**src/sv/dq_pkg.sv**
```systemverilog
package dq_pkg;

   // request kind codes
   localparam logic [2:0] KIND_PUSH_TOP    = 3'd0;
   localparam logic [2:0] KIND_PUSH_BOTTOM = 3'd1;
   localparam logic [2:0] KIND_POP_TOP     = 3'd2;
   localparam logic [2:0] KIND_POP_BOTTOM  = 3'd3;
   localparam logic [2:0] KIND_PEEK        = 3'd4;

   // result status codes
   localparam logic [1:0] STATUS_OK         = 2'd0;
   localparam logic [1:0] STATUS_POP_EMPTY  = 2'd1;
   localparam logic [1:0] STATUS_PUSH_FULL  = 2'd2;

   // controller to datapath commands
   typedef struct packed {
      logic capture;    // latch the accepted request
      logic update;     // apply push/pop, issue pop read
      logic latch_pop;  // take popped word from read port
      logic read_ends;  // read top and bottom words
      logic load;       // fill the result register
   } dq_cmd_type;

   // datapath to controller status
   typedef struct packed {
      logic pop_ok;     // current request is a pop that will succeed
   } dq_stat_type;

   // one result transaction
   typedef struct packed {
      logic signed [31:0] popped_value;
      logic signed [31:0] top_value;
      logic signed [31:0] bottom_value;
      logic [4:0]         entry_count;
      logic               is_empty;
      logic [1:0]         status;
   } dq_rsp_type;

endpackage

```
**src/sv/dq_if.sv**
```systemverilog
// request channel
interface dq_req_if;
   logic               valid;
   logic               ready;
   logic [2:0]         kind;
   logic signed [31:0] push_value;

   modport source (output valid, output kind, output push_value, input ready);
   modport sink   (input valid, input kind, input push_value, output ready);
endinterface

// result channel
interface dq_rsp_if;
   logic               valid;
   logic               ready;
   logic signed [31:0] popped_value;
   logic signed [31:0] top_value;
   logic signed [31:0] bottom_value;
   logic [4:0]         entry_count;
   logic               is_empty;
   logic [1:0]         status;

   modport source (output valid, output popped_value, output top_value,
                   output bottom_value, output entry_count, output is_empty,
                   output status, input ready);
   modport sink   (input valid, input popped_value, input top_value,
                   input bottom_value, input entry_count, input is_empty,
                   input status, output ready);
endinterface

```
**src/sv/dq_ctrl.sv**
```systemverilog
module dq_ctrl (
   input  logic                clock,
   input  logic                reset,
   input  logic                req_valid,
   output logic                req_ready,
   output logic                rsp_valid,
   input  logic                rsp_ready,
   input  dq_pkg::dq_stat_type stat,
   output dq_pkg::dq_cmd_type  cmd
);

   typedef enum logic [2:0] {
      S_IDLE,
      S_UPDATE,
      S_POP_LATCH,
      S_READ,
      S_LOAD,
      S_RESPOND
   } state_type;

   state_type state_ff;
   logic      req_ready_ff;
   logic      rsp_valid_ff;

   // state and registered handshake outputs
   always_ff @(posedge clock) begin
      if (reset) begin
         state_ff     <= S_IDLE;
         req_ready_ff <= 1'b0;
         rsp_valid_ff <= 1'b0;
      end else begin
         case (state_ff)
            S_IDLE: begin
               req_ready_ff <= 1'b1;
               if (req_valid && req_ready_ff) begin
                  req_ready_ff <= 1'b0;
                  state_ff     <= S_UPDATE;
               end
            end
            S_UPDATE: begin
               state_ff <= stat.pop_ok ? S_POP_LATCH : S_READ;
            end
            S_POP_LATCH: begin
               state_ff <= S_READ;
            end
            S_READ: begin
               state_ff <= S_LOAD;
            end
            S_LOAD: begin
               rsp_valid_ff <= 1'b1;
               state_ff     <= S_RESPOND;
            end
            S_RESPOND: begin
               if (rsp_ready) begin
                  rsp_valid_ff <= 1'b0;
                  req_ready_ff <= 1'b1;
                  state_ff     <= S_IDLE;
               end
            end
            default: begin
               state_ff <= S_IDLE;
            end
         endcase
      end
   end

   assign req_ready = req_ready_ff;
   assign rsp_valid = rsp_valid_ff;

   // commands decoded from state
   always_comb begin
      cmd           = '0;
      cmd.capture   = (state_ff == S_IDLE) && req_valid && req_ready_ff;
      cmd.update    = (state_ff == S_UPDATE);
      cmd.latch_pop = (state_ff == S_POP_LATCH);
      cmd.read_ends = (state_ff == S_READ);
      cmd.load      = (state_ff == S_LOAD);
   end

endmodule

```
**src/sv/dq_datapath.sv**
```systemverilog
module dq_datapath #(
   parameter int DEPTH = 16
) (
   input  logic                clock,
   input  logic                reset,
   input  dq_pkg::dq_cmd_type  cmd,
   output dq_pkg::dq_stat_type stat,
   input  logic [2:0]          req_kind,
   input  logic signed [31:0]  req_push_value,
   output dq_pkg::dq_rsp_type  rsp_data
);

   localparam int IW = $clog2(DEPTH);
   localparam int CW = $clog2(DEPTH + 1);
   localparam logic [IW:0]   DEPTH_W    = (IW + 1)'(DEPTH);
   localparam logic [IW-1:0] LAST_INDEX = IW'(DEPTH - 1);
   localparam logic [CW-1:0] FULL_COUNT = CW'(DEPTH);

   // ring store, registered reads
   logic [31:0] mem [DEPTH];

   logic [2:0]         kind_ff;
   logic signed [31:0] value_ff;
   logic [IW-1:0]      bottom_ff, bottom_in;
   logic [CW-1:0]      count_ff, count_in;
   logic [1:0]         status_ff, status_in;
   logic [31:0]        popped_ff;
   logic [31:0]        rd_a_ff, rd_b_ff;
   dq_pkg::dq_rsp_type rsp_ff;

   logic               wr_en;
   logic [IW-1:0]      wr_addr;
   logic [IW-1:0]      rd_addr_a;
   logic [IW-1:0]      top_addr;
   logic [IW-1:0]      push_top_addr;
   logic [IW-1:0]      bottom_dec;
   logic [IW-1:0]      bottom_inc;
   logic [CW-1:0]      top_off;
   logic               empty;
   logic               full;

   // reduce a sum below twice the depth into a ring index
   function automatic logic [IW-1:0] ring_wrap(input logic [IW:0] sum);
      logic [IW:0] folded;
      folded = (sum >= DEPTH_W) ? (sum - DEPTH_W) : sum;
      return folded[IW-1:0];
   endfunction

   assign empty   = (count_ff == '0);
   assign full    = (count_ff == FULL_COUNT);
   assign top_off = empty ? '0 : (count_ff - CW'(1));

   assign top_addr      = ring_wrap({1'b0, bottom_ff} + (IW + 1)'(top_off));
   assign push_top_addr = ring_wrap({1'b0, bottom_ff} + (IW + 1)'(count_ff));
   assign bottom_dec    = (bottom_ff == '0) ? LAST_INDEX : (bottom_ff - IW'(1));
   assign bottom_inc    = (bottom_ff == LAST_INDEX) ? '0 : (bottom_ff + IW'(1));

   assign stat.pop_ok = ((kind_ff == dq_pkg::KIND_POP_TOP) ||
                         (kind_ff == dq_pkg::KIND_POP_BOTTOM)) && !empty;

   // request decode and index update
   always_comb begin
      bottom_in = bottom_ff;
      count_in  = count_ff;
      status_in = status_ff;
      wr_en     = 1'b0;
      wr_addr   = push_top_addr;
      rd_addr_a = top_addr;
      if (cmd.update) begin
         status_in = dq_pkg::STATUS_OK;
         case (kind_ff)
            dq_pkg::KIND_PUSH_TOP: begin
               if (full) begin
                  status_in = dq_pkg::STATUS_PUSH_FULL;
               end else begin
                  wr_en    = 1'b1;
                  wr_addr  = push_top_addr;
                  count_in = count_ff + CW'(1);
               end
            end
            dq_pkg::KIND_PUSH_BOTTOM: begin
               if (full) begin
                  status_in = dq_pkg::STATUS_PUSH_FULL;
               end else begin
                  wr_en     = 1'b1;
                  wr_addr   = bottom_dec;
                  bottom_in = bottom_dec;
                  count_in  = count_ff + CW'(1);
               end
            end
            dq_pkg::KIND_POP_TOP: begin
               if (empty) begin
                  status_in = dq_pkg::STATUS_POP_EMPTY;
               end else begin
                  rd_addr_a = top_addr;
                  count_in  = count_ff - CW'(1);
               end
            end
            dq_pkg::KIND_POP_BOTTOM: begin
               if (empty) begin
                  status_in = dq_pkg::STATUS_POP_EMPTY;
               end else begin
                  rd_addr_a = bottom_ff;
                  bottom_in = bottom_inc;
                  count_in  = count_ff - CW'(1);
               end
            end
            default: begin
               // peek and unused codes leave the deque alone
            end
         endcase
      end
   end

   // control state
   always_ff @(posedge clock) begin
      if (reset) begin
         bottom_ff <= '0;
         count_ff  <= '0;
      end else begin
         bottom_ff <= bottom_in;
         count_ff  <= count_in;
      end
   end

   // request and working registers
   always_ff @(posedge clock) begin
      if (cmd.capture) begin
         kind_ff  <= req_kind;
         value_ff <= req_push_value;
      end
      status_ff <= status_in;
      if (cmd.update) begin
         popped_ff <= '0;
      end else if (cmd.latch_pop) begin
         popped_ff <= rd_a_ff;
      end
   end

   // store write port and two read ports
   always_ff @(posedge clock) begin
      if (wr_en) begin
         mem[wr_addr] <= value_ff;
      end
      if (cmd.update || cmd.read_ends) begin
         rd_a_ff <= mem[rd_addr_a];
      end
      if (cmd.read_ends) begin
         rd_b_ff <= mem[bottom_ff];
      end
   end

   // result register
   always_ff @(posedge clock) begin
      if (cmd.load) begin
         rsp_ff.popped_value <= popped_ff;
         rsp_ff.top_value    <= empty ? '0 : rd_a_ff;
         rsp_ff.bottom_value <= empty ? '0 : rd_b_ff;
         rsp_ff.entry_count  <= 5'(count_ff);
         rsp_ff.is_empty     <= empty;
         rsp_ff.status       <= status_ff;
      end
   end

   assign rsp_data = rsp_ff;

endmodule

```
**src/sv/double_ended_queue_unit.sv**
```systemverilog
// Channel    Direction  Handshake      Payload
// req_chan   in         valid/ready    kind, push_value
// rsp_chan   out        valid/ready    popped_value, top_value, bottom_value,
//                                      entry_count, is_empty, status
//
// One transaction at a time. rsp valid rises after a taken request passes the
// update, pop latch (successful pop only), read and load states; a new request
// is taken the cycle after the result leaves. These steps follow from the ring
// store's single write port and registered reads: update, latch a popped word,
// read top and bottom, then load the result register.
// Synchronous reset clears the indices and count; the store itself is not cleared.
// A stalled result holds its payload until rsp ready.
module double_ended_queue_unit #(
   parameter int DEPTH = 16
) (
   input logic     clock,
   input logic     reset,
   dq_req_if.sink  req_chan,
   dq_rsp_if.source rsp_chan
);

   dq_pkg::dq_cmd_type  cmd;
   dq_pkg::dq_stat_type stat;
   dq_pkg::dq_rsp_type  rsp_data;

   dq_ctrl u_ctrl (
      .clock     (clock),
      .reset     (reset),
      .req_valid (req_chan.valid),
      .req_ready (req_chan.ready),
      .rsp_valid (rsp_chan.valid),
      .rsp_ready (rsp_chan.ready),
      .stat      (stat),
      .cmd       (cmd)
   );

   dq_datapath #(
      .DEPTH (DEPTH)
   ) u_datapath (
      .clock          (clock),
      .reset          (reset),
      .cmd            (cmd),
      .stat           (stat),
      .req_kind       (req_chan.kind),
      .req_push_value (req_chan.push_value),
      .rsp_data       (rsp_data)
   );

   // result payload onto the channel
   assign rsp_chan.popped_value = rsp_data.popped_value;
   assign rsp_chan.top_value    = rsp_data.top_value;
   assign rsp_chan.bottom_value = rsp_data.bottom_value;
   assign rsp_chan.entry_count  = rsp_data.entry_count;
   assign rsp_chan.is_empty     = rsp_data.is_empty;
   assign rsp_chan.status       = rsp_data.status;

endmodule

```
**src/flat_wrapper.sv**
```systemverilog
// flat-port wrapper written by rule: the top's interface ports become plain ports
module double_ended_queue_unit_flat 
#(
   parameter int DEPTH = 16
)
  (clock, reset, req_chan_valid, req_chan_kind, req_chan_push_value, req_chan_ready, rsp_chan_valid, rsp_chan_popped_value, rsp_chan_top_value, rsp_chan_bottom_value, rsp_chan_entry_count, rsp_chan_is_empty, rsp_chan_status, rsp_chan_ready);
  dq_req_if req_chan_i ();
  dq_rsp_if rsp_chan_i ();
  input logic clock;
  input logic reset;
  input wire logic [$bits(req_chan_i.valid)-1:0] req_chan_valid;
  input wire logic [$bits(req_chan_i.kind)-1:0] req_chan_kind;
  input wire logic [$bits(req_chan_i.push_value)-1:0] req_chan_push_value;
  output wire logic [$bits(req_chan_i.ready)-1:0] req_chan_ready;
  output wire logic [$bits(rsp_chan_i.valid)-1:0] rsp_chan_valid;
  output wire logic [$bits(rsp_chan_i.popped_value)-1:0] rsp_chan_popped_value;
  output wire logic [$bits(rsp_chan_i.top_value)-1:0] rsp_chan_top_value;
  output wire logic [$bits(rsp_chan_i.bottom_value)-1:0] rsp_chan_bottom_value;
  output wire logic [$bits(rsp_chan_i.entry_count)-1:0] rsp_chan_entry_count;
  output wire logic [$bits(rsp_chan_i.is_empty)-1:0] rsp_chan_is_empty;
  output wire logic [$bits(rsp_chan_i.status)-1:0] rsp_chan_status;
  input wire logic [$bits(rsp_chan_i.ready)-1:0] rsp_chan_ready;
  assign req_chan_i.valid = req_chan_valid;
  assign req_chan_i.kind = req_chan_kind;
  assign req_chan_i.push_value = req_chan_push_value;
  assign req_chan_ready = req_chan_i.ready;
  assign rsp_chan_valid = rsp_chan_i.valid;
  assign rsp_chan_popped_value = rsp_chan_i.popped_value;
  assign rsp_chan_top_value = rsp_chan_i.top_value;
  assign rsp_chan_bottom_value = rsp_chan_i.bottom_value;
  assign rsp_chan_entry_count = rsp_chan_i.entry_count;
  assign rsp_chan_is_empty = rsp_chan_i.is_empty;
  assign rsp_chan_status = rsp_chan_i.status;
  assign rsp_chan_i.ready = rsp_chan_ready;
  double_ended_queue_unit #(.DEPTH(DEPTH)) u_core (.clock(clock), .reset(reset), .req_chan(req_chan_i), .rsp_chan(rsp_chan_i));
endmodule
```
**config.mk**
```make
export PLATFORM = sky130hd
export DESIGN_NAME = double_ended_queue_unit_flat
export DESIGN_NICKNAME = d
export VERILOG_FILES = /design/src/sv/dq_pkg.sv /design/src/sv/dq_if.sv /design/src/sv/dq_ctrl.sv /design/src/sv/dq_datapath.sv /design/src/sv/double_ended_queue_unit.sv /design/src/flat_wrapper.sv
export SDC_FILE = /design/constraint.sdc
export NUM_CORES = 1
export LEC_CHECK = 0
export BUFFER_PORTS_ARGS = -buffer_cell sky130_fd_sc_hd__clkbuf_2
export CORE_MARGIN = 5
export CORE_UTILIZATION = 41
export CTS_BUF_LIST = sky130_fd_sc_hd__clkbuf_4 sky130_fd_sc_hd__clkbuf_8 sky130_fd_sc_hd__clkbuf_16
export CTS_CLUSTER_DIAMETER = 40
export CTS_CLUSTER_SIZE = 40
export DETAILED_ROUTE_END_ITERATION = 10
export PLACE_DENSITY = 0.65
export RECOVER_POWER = 50
export SKIP_LAST_GASP = 1
export SLEW_MARGIN = 15
export SYNTH_ARGS = -nofsm -noshare
export SYNTH_HDL_FRONTEND = slang
export SYNTH_HIERARCHICAL = 1
export SYNTH_SLANG_ARGS = --single-unit
export TNS_END_PERCENT = 20
```
**constraint.sdc**
```tcl
create_clock -name clock -period 5.26 [get_ports clock]
set_input_delay 1.052 -clock clock [delete_from_list [all_inputs] [get_ports clock]]
set_output_delay 1.052 -clock clock [all_outputs]
set_load 0.01 [all_outputs]
```
==> results by group, run 1 <==
Detailed routing
  – Post-detailed-route wirelength per cell: 27.6 um
  – Initial DRC count: 2,240
  – Remaining DRCs: 0
  – Mean number of vias per cell: 6.21
  – Detail Route Antenna Nets: 0
  – Final WL: 98.5 mm
  – Routed via count: 22,100
  – Detailed-router iteration count before antenna repair: 6

Floorplanning
  – Top-level I/O count: 145
  – Die outline height: 304 um
  – Number of placement rows: 107
  – Die ar.: 92,300 sq um
  – Area of the core: 85,400 sq um
  – Chip Width: 304 um
  – Starting Density: 41.4%

Min path
  – Worst hold path stage count: 0
  – Launch point of the worst hold path: u_core/u_datapath/popped_ff[9]$_SDFFE_PP0P_
  – Hold Crit Class: register to register
  – Capture endpoint of the worst hold path: u_core/u_datapath/rsp_data[81]$_DFFE_PP_

Critical path
  – Register-to-Register Setup Slack: 0.67 ns
  – Critical path startpoint category: register
  – Cell family with most CP delay: simple AND/OR/NAND/NOR gates
  – Required time reported for the critical path endpoint: 5.64 ns
  – Highest net fanout along the worst path: 31
  – Crit Reg-Reg Endpoint: u_core/u_datapath/rd_a_ff[19]$_DFFE_PP_
  – Largest stage delay on the critical path: 0.54 ns
  – Critical path capture point type: register
  – Critical path, cell by cell: inv_1 > ha_1 > or4b_4 > inv_6 > nor2_1 > ha_1 > fa_1 > xnor2_2 > o21ai_4 > and2_4 > buf_4 > mux2_1 > o221ai_1 > mux2i_1
  – Category of the critical setup timing path: register to register
  – Buf+Inv Stages, Crit Path: 3
  – Slowest cell on the critical path: sky130_fd_sc_hd__and2_4
  – Reg-to-reg critical path startpoint: u_core/u_datapath/count_ff[0]$_SDFFE_PP0P_
  – Data arrival time of the critical path: 4.97 ns
  – FF-to-FF path depth: 14
  – Cell occurring most often along the worst timing path: sky130_fd_sc_hd__ha_1

Synthesis
  – Count of mapped cells out of synthesis: 2,230
  – Largest area contributor in the synthesized netlist: sky130_fd_sc_hd__edfxtp_1
  – Number of enable flip-flop cells after synthesis: 717
  – Sequential cell area fraction in the yosys report: 63.4%
  – Most repeated cell in the gate-level netlist after synthesis: sky130_fd_sc_hd__edfxtp_1
  – Commonest cells in the netlist: 717 x sky130_fd_sc_hd__edfxtp_1, 160 x sky130_fd_sc_hd__mux4_2, 131 x sky130_fd_sc_hd__o211ai_1
  – Warnings, synthesis: 6
  – Syn_nets: 2,282
  – Most common flop cell mapped by yosys: sky130_fd_sc_hd__edfxtp_1
  – Cell variety after synth: 63
  – Yosys top cell area share: 60.8%
  – Fraction of synthesis flops using an asynchronous set or reset pin: 0%
  – Area of the mapped netlist: 35,400 sq um
  – Seq cells post-synth: 763
  – Syn Area/Cell: 15.9 sq um
  – Largest cells by area after synthesis: sky130_fd_sc_hd__edfxtp_1 61%, sky130_fd_sc_hd__mux4_2 10%, sky130_fd_sc_hd__o211ai_1 2.8%

Final layout
  – Sequential cell area: 22,500 sq um
  – Area of the multi-input gates: 12,100 sq um
  – Diodes inserted: 0
  – Layout area overhead: 15.1%
  – Final cell count without fillers: 3,563
  – Fin nets: 2,387
  – Share of cells above drive strength 1: 22.6%
  – Number of fillers in the final layout: 7,228

Clock tree
  – Number of levels in the clock H-tree: 3
  – Resized cells post-CTS: 0
  – Count of buffers added by post-CTS timing repair for setup: 0
  – TritonCTS Sinks: 763
  – Hold bufs inserted after CTS: 0
  – Latest clock arrival within the worst-skew pair: 0.65 ns
  – Clock tree from TritonCTS: done
  – Longest Clk Path Bufs: 3
  – Total CTS buffers: 98
  – Clock Pin Slew Worst Setup and Hold Paths: 0.06 ns
  – Root buf cell: sky130_fd_sc_hd__clkbuf_16

Timing
  – RSZ-0062 raised after global routing: false
  – Final critical-path share of the clock period: 87.3%
  – Final min period: 4.59 ns
  – Final total negative setup slack: 0 ns
  – Final hold slack: 0.426 ns
  – Post-Route Skew: 0.0184 ns
  – F_max: 0.218 GHz
  – Worst relative slew slack: -122%
  – Final Hold Viols: 0
  – Slew @ Worst Pin: 3.33 ns
  – Endpoints failing setup: 0
  – Number of pins exceeding their max-slew limit in the final report: 121

GRT
  – Largest net degree at the start of global routing: 163
  – Overflow after GRT: 0
  – Total routing usage reported by global routing: 20.8%
  – Most utilized layer in the global route result: met2
  – Met2 demand-to-capacity share in global routing: 33.6%
  – Number of global-route vias before repair: 22,600
  – Met3 usage: 4.40%
  – Number of antenna violations at the first check in global routing: 4
  – Met1 track demand over resource in global routing: 27.2%
  – Global-route wire length before repair: 147 mm

Run status
  – Failing checks: capacitance limit, slew limit
  – Result of the run: finished, violations left

Power and ir drop
  – Switching share of power: 34.1%
  – Share of power burned in combinational logic: 29.8%
  – Power dissipated by switching net loads: 7.24 mW
  – Power density normalized to cell area: 521 nW/um^2
  – Total chip power: 21.2 mW
  – Proportion of power drawn by flip-flops and latches: 38.0%
  – Internal power component: 14.0 mW
  – Leakage power: 13.1 nW
  – Worst voltage drop across the vdd grid: 0.450 mV
  – Part of the power in the clock network: 32.3%

Placed design
  – Number of input and output port buffers inserted: 144
  – Placed cell count: 3,379
  – Hpwl dp: 54.5 mm
  – Final weighted congestion of routability-driven global placement: 0.818

Job
  – MaxCap Viol Count: 4
[cells in the final DEF (no fill, tap or decap), types with 7 or more instances in the layout]
cell type | synthesis | layout
sky130_fd_sc_hd__and2_1 | 65 | 65
sky130_fd_sc_hd__o211ai_1 | 131 | 131
sky130_fd_sc_hd__dfxtp_1 | 46 | 42
sky130_fd_sc_hd__clkbuf_2 | 0 | 57
sky130_fd_sc_hd__mux2_1 | 75 | 75
sky130_fd_sc_hd__clkinv_8 | 0 | 9
sky130_fd_sc_hd__clkbuf_1 | 122 | 93
sky130_fd_sc_hd__a211o_1 | 65 | 65
sky130_fd_sc_hd__xnor2_1 | 10 | 8
sky130_fd_sc_hd__mux2i_1 | 68 | 68
sky130_fd_sc_hd__buf_4 | 2 | 42
sky130_fd_sc_hd__mux2_2 | 54 | 54
sky130_fd_sc_hd__buf_12 | 0 | 15
sky130_fd_sc_hd__nor2_4 | 0 | 17
sky130_fd_sc_hd__edfxtp_1 | 717 | 717
sky130_fd_sc_hd__inv_6 | 0 | 28
sky130_fd_sc_hd__o32a_1 | 64 | 64
sky130_fd_sc_hd__a21oi_1 | 8 | 8
sky130_fd_sc_hd__mux4_2 | 160 | 160
sky130_fd_sc_hd__inv_8 | 0 | 10
sky130_fd_sc_hd__nand2_1 | 84 | 83
sky130_fd_sc_hd__clkinv_4 | 0 | 7
sky130_fd_sc_hd__ha_1 | 11 | 11
sky130_fd_sc_hd__nand2b_1 | 72 | 71
sky130_fd_sc_hd__clkbuf_16 | 0 | 102
sky130_fd_sc_hd__and3_1 | 64 | 64
sky130_fd_sc_hd__xor2_1 | 8 | 7
sky130_fd_sc_hd__a21boi_0 | 64 | 64
sky130_fd_sc_hd__nor2_1 | 67 | 50
sky130_fd_sc_hd__nand3_1 | 71 | 70
sky130_fd_sc_hd__o221ai_1 | 64 | 64
[how the worst max path moves through the flow]
stage / start / end / cells after the start
4_1_cts: u_core/u_datapath/count_ff[0]$_SDFFE_PP0P_ / u_core/u_datapath/rd_a_ff[19]$_DFFE_PP_ / 14
6_report: u_core/u_datapath/count_ff[0]$_SDFFE_PP0P_ / u_core/u_datapath/rd_a_ff[19]$_DFFE_PP_ / 14
3_5_place_dp: u_core/u_datapath/count_ff[0]$_SDFFE_PP0P_ / u_core/u_datapath/rd_a_ff[19]$_DFFE_PP_ / 14
5_1_grt: u_core/u_datapath/count_ff[0]$_SDFFE_PP0P_ / u_core/u_datapath/rd_a_ff[19]$_DFFE_PP_ / 14
3_3_place_gp: u_core/u_datapath/count_ff[0]$_SDFFE_PP0P_ / u_core/u_datapath/rd_a_ff[16]$_DFFE_PP_ / 14
2_1_floorplan: u_core/u_ctrl/state_ff[1]$_SDFFE_PP0P_ / u_core/u_datapath/rsp_data[0]$_DFFE_PP_ / 2
[power by group through the flow]
stage / Clock, mW / Combinational (mW) / Sequential [mW]
finish: 6.85 / 6.32 / 8.06
global route: 7.27 / 6.69 / 8.11
CTS: 6.97 / 6.27 / 8.05
detailed placement: 0 / 6.23 / 8.17
global placement: 0 / 6.09 / 8.15
floorplan: 0 / 4.55 / 7.85
[through the flow]
step / setup WS (ns) / util (%) / cell area (sq um)
2_1_floorplan: 0.210 / - / 35400
3_3_place_gp: 0.864 / 43.9 / 37500
3_5_place_dp: 0.727 / 43.9 / 37500
4_1_cts: 0.702 / 47.9 / 40900
5_1_grt: 0.469 / 47.7 / 40700
6_report: 0.668 / 47.7 / 40700
[sequential cells by signal, indices dropped and copies added, names as in the netlist]
| name | count |
|---|---|
| u_core/u_datapath/mem | 512 |
| u_core/u_datapath/rsp_data | 104 |
| u_core/u_datapath/popped_ff | 32 |
| u_core/u_datapath/rd_a_ff | 32 |
| u_core/u_datapath/rd_b_ff | 32 |
| u_core/u_datapath/value_ff | 32 |
| u_core/u_datapath/count_ff | 5 |
| u_core/u_datapath/bottom_ff | 4 |
| u_core/u_ctrl/state_ff | 3 |
| u_core/u_datapath/kind_ff | 3 |
| u_core/u_datapath/status_ff | 2 |
| u_core/u_ctrl/req_ready | 1 |
| u_core/u_ctrl/rsp_valid | 1 |
[kinds of logic (layout without fill, tap and decap cells)]
| family | count (synthesis) | in the layout | share of synthesized area, % |
|---|---|---|---|
| flops | 763 | 763 | 63.4 |
| compound gates | 425 | 425 | 9.90 |
| buf+inv | 209 | 398 | 2.85 |
| simple gates | 444 | 444 | 6.62 |
| xor+xnor | 18 | 18 | 0.445 |
| fa+ha+maj | 13 | 13 | 0.502 |
| mux | 358 | 358 | 16.3 |
[final cells by class]
| cell class | instances | area share [%] |
|---|---|---|
| Clock buffer | 110 | 6.44 |
| Inverter | 7 | 0.0768 |
| Sequential cell | 763 | 55.1 |
| Multi-Input combinational cell | 1258 | 29.7 |
| Clock inverter | 74 | 2.01 |
| Tap cell | 1144 | 3.51 |
| Timing Repair Buffer | 207 | 3.07 |
[metal layers]
layer,share of wire [%],vias to the layer above
li1,-,9331
met1,39,11200
met2,47,1296
met3,9.9,313
met4,4.4,2
met5,0.013,-
No activity file was read; power rests on OpenSTA's default activity.
==> run 2: changes to the inputs <==
- CORE_UTILIZATION: 41 -> 45
- PLACE_DENSITY: 0.65 -> 0.7
==> results by group, run 2 (same netlist as run 1, synthesis figures left out) <==
Timing
  – Slew @ Worst Pin: 3.63 ns (+0.303 ns)
  – Final Hold Viols: 0 (unchanged)
  – RSZ-0062 raised after global routing: false
  – Final min period: 4.69 ns (+0.0993 ns)
  – Final total negative setup slack: 0 ns (unchanged)
  – Final critical-path share of the clock period: 89.2% (+1.9 points)
  – Endpoints failing setup: 0 (unchanged)
  – F_max: 0.213 GHz (-2.1%)
  – Post-Route Skew: 0.0292 ns (+0.0108 ns)
  – Number of pins exceeding their max-slew limit in the final report: 214 (+77%)
  – Final hold slack: 0.414 ns (-0.0128 ns)
  – Worst relative slew slack: -142% (-20 points)

Final layout
  – Share of cells above drive strength 1: 25.9% (+3.3 points)
  – Most common library cell in the layout ignoring fill and taps: sky130_fd_sc_hd__edfxtp_1
  – Number of fillers in the final layout: 6,066 (-16%)
  – Diodes inserted: 0 (unchanged)
  – Final standard cell area without fillers: 40,600 sq um (-0.31%)
  – Top register by number of flip-flops: u_core/u_datapath/mem
  – Fin nets: 2,385 (-0.084%)
  – Final cell count without fillers: 3,459 (-2.9%)
  – Layout area overhead: 14.8%
  – Sequential cell area: 22,500 sq um (unchanged)
  – Area of the multi-input gates: 12,100 sq um (about the same)
  – Commonest cells after routing, fill and taps aside: 717 x sky130_fd_sc_hd__edfxtp_1, 160 x sky130_fd_sc_hd__mux4_2, 131 x sky130_fd_sc_hd__clkbuf_2, 131 x sky130_fd_sc_hd__o211ai_1, 99 x sky130_fd_sc_hd__clkbuf_16
  – Number of flip-flops under the largest register name: 512 (unchanged)

Detailed routing
  – Final WL: 96.8 mm (-1.7%)
  – Remaining DRCs: 0 (unchanged)
  – Detail Route Antenna Nets: 0 (unchanged)
  – Detailed route wirelength on metal3: 10.2 mm (+5.4%)
  – Detailed-router iteration count before antenna repair: 5 (-1)
  – Initial DRC count: 2,756 (+23%)
  – Post-Route M1 WL: 36.5 mm (-3.9%)
  – Met2 wire length: 45.6 mm (-1.9%)
  – Routed via count: 22,200 (+0.40%)
  – Highest routed layer: met5
  – Post-detailed-route wirelength per cell: 28.0 um (+1.2%)
  – Mean number of vias per cell: 6.42 (+3.4%)

Clock tree
  – Count of buffers added by post-CTS timing repair for setup: 0 (unchanged)
  – Number of levels in the clock H-tree: 3 (unchanged)
  – Clock Pin Slew Worst Setup and Hold Paths: 0.07 ns (about the same)
  – Clock tree from TritonCTS: done
  – TritonCTS Sinks: 763 (unchanged)
  – Resized cells post-CTS: 0 (unchanged)
  – Latest clock arrival within the worst-skew pair: 0.67 ns (+0.02 ns)
  – Total CTS buffers: 98 (unchanged)
  – Longest Clk Path Bufs: 3 (unchanged)
  – Hold bufs inserted after CTS: 0 (unchanged)
  – Root buf cell: sky130_fd_sc_hd__clkbuf_16

Critical path
  – Critical path startpoint category: register
  – Data arrival time of the critical path: 5.18 ns (+0.21 ns)
  – Category of the critical setup timing path: register to register
  – FF-to-FF path depth: 12 (-2)
  – Critical path, cell by cell: inv_1 > ha_1 > or4b_4 > inv_6 > buf_4 > o21ai_1 > o211ai_4 > buf_4 > buf_4 > o32a_1 > o221ai_1 > mux2i_1
  – Highest net fanout along the worst path: 81 (+160%)
  – Cell occurring most often along the worst timing path: sky130_fd_sc_hd__buf_4
  – Largest stage delay on the critical path: 0.77 ns (+0.23 ns)
  – Slowest cell on the critical path: sky130_fd_sc_hd__buf_4
  – Critical path capture point type: register
  – Required time reported for the critical path endpoint: 5.75 ns (+0.11 ns)

Floorplanning
  – Starting Density: 45.5% (+4.1 points)
  – Top-level I/O count: 145 (unchanged)
  – Die ar.: 84,400 sq um (-8.6%)
  – Area of the core: 77,700 sq um (-9.0%)
  – Chip Width: 290 um (-4.4%)
  – Number of placement rows: 102 (-4.7%)
  – Die outline height: 290 um (-4.4%)

GRT
  – Number of global-route vias before repair: 22,600 (-0.17%)
  – Number of antenna violations at the first check in global routing: 3 (-1)
  – Total routing usage reported by global routing: 22.2% (+1.4 points)
  – Global-route wire length before repair: 144 mm (-2.1%)
  – Overflow after GRT: 0 (unchanged)
  – Largest net degree at the start of global routing: 129 (-21%)

Power and ir drop
  – Power density normalized to cell area: 518 nW/um^2 (-0.54%)
  – Leakage power: 13.3 nW (+1.3%)
  – Total chip power: 21.1 mW (-0.84%)
  – Worst voltage drop across the vdd grid: 0.361 mV (-20%)

Run status
  – Result of the run: finished, violations left
  – Failing checks: capacitance limit, slew limit

Placed design
  – Number of input and output port buffers inserted: 144 (unchanged)
  – Final weighted congestion of routability-driven global placement: 0.860 (+5.1%)
  – Placed cell count: 3,273 (-3.1%)
  – Hpwl dp: 52.1 mm (-4.4%)
  – Placed Area: 37,300 sq um (-0.52%)

Min path
  – Worst hold path stage count: 0 (unchanged)
  – Hold Crit Class: register to register

Job
  – MaxCap Viol Count: 5 (+1)
## run 2: cell types whose count changed in the layout (fill, tap and decap cells not counted), sizes merged
| cell | previous run | this run |
|---|---|---|
| buf | 57 | 56 |
| clkbuf | 260 | 256 |
| bufinv | 6 | 1 |
| clkinvlp | 6 | 10 |
| inv | 44 | 50 |
## run 2: final timing paths
check	start	endpoint	slack [ns]
max	u_core/u_datapath/count_ff[1]$_SDFFE_PP0P_	u_core/u_datapath/rd_a_ff[18]$_DFFE_PP_	0.57
min	u_core/u_datapath/popped_ff[16]$_SDFFE_PP0P_	u_core/u_datapath/rsp_data[88]$_DFFE_PP_	0.41
max reg2reg	u_core/u_datapath/count_ff[1]$_SDFFE_PP0P_	u_core/u_datapath/rd_a_ff[18]$_DFFE_PP_	0.57
min reg2reg	u_core/u_datapath/popped_ff[16]$_SDFFE_PP0P_	u_core/u_datapath/rsp_data[88]$_DFFE_PP_	0.41
## run 2: worst max-delay path: cells and delay by family (launching register included)
family | cells | cell delay, ns
AO/OA/AOI/OAI | 4 | 0.88
flip-flops | 1 | 0.39
AND/OR/NAND/NOR | 1 | 0.52
multiplexers | 1 | 0.21
buffers and inverters | 5 | 2.26
adder cells (fa/ha/maj) | 1 | 0.21
## run 2: power by group
part           switching, mW  total, mW  leakage (nW)  internal (mW)
registers              0.579       8.09          6.87           7.51
logic                   3.68       6.19          4.75           2.51
clock network           2.99       6.77          1.65           3.77
## run 2: metrics by stage
| step | worst slack [ns] | utilization, % |
|---|---|---|
| 2_1_floorplan | 0.210 | - |
| 4_1_cts | 0.700 | 52.3 |
| 3_5_place_dp | 0.717 | 48.0 |
| 5_1_grt | 0.390 | 52.3 |
| 6_report | 0.568 | 52.3 |
| 3_3_place_gp | 0.816 | 48.0 |
## run 2: layer usage
layer / vias to the layer above / GRT usage (%)
li1: 9326 / -
met1: 11100 / 29.1
met2: 1398 / 35.9
met3: 335 / 4.29
met4: 2 / 10.9
met5: - / 0
## run 2: final cells by class
type | instances | area share [%]
sequential | 763 | 55.3
multi-input combinational | 1258 | 29.8
clock buffer | 107 | 6.26
tap | 1040 | 3.20
timing repair buffer | 205 | 3.15
clock inverter | 79 | 2.14
inverter | 7 | 0.0770
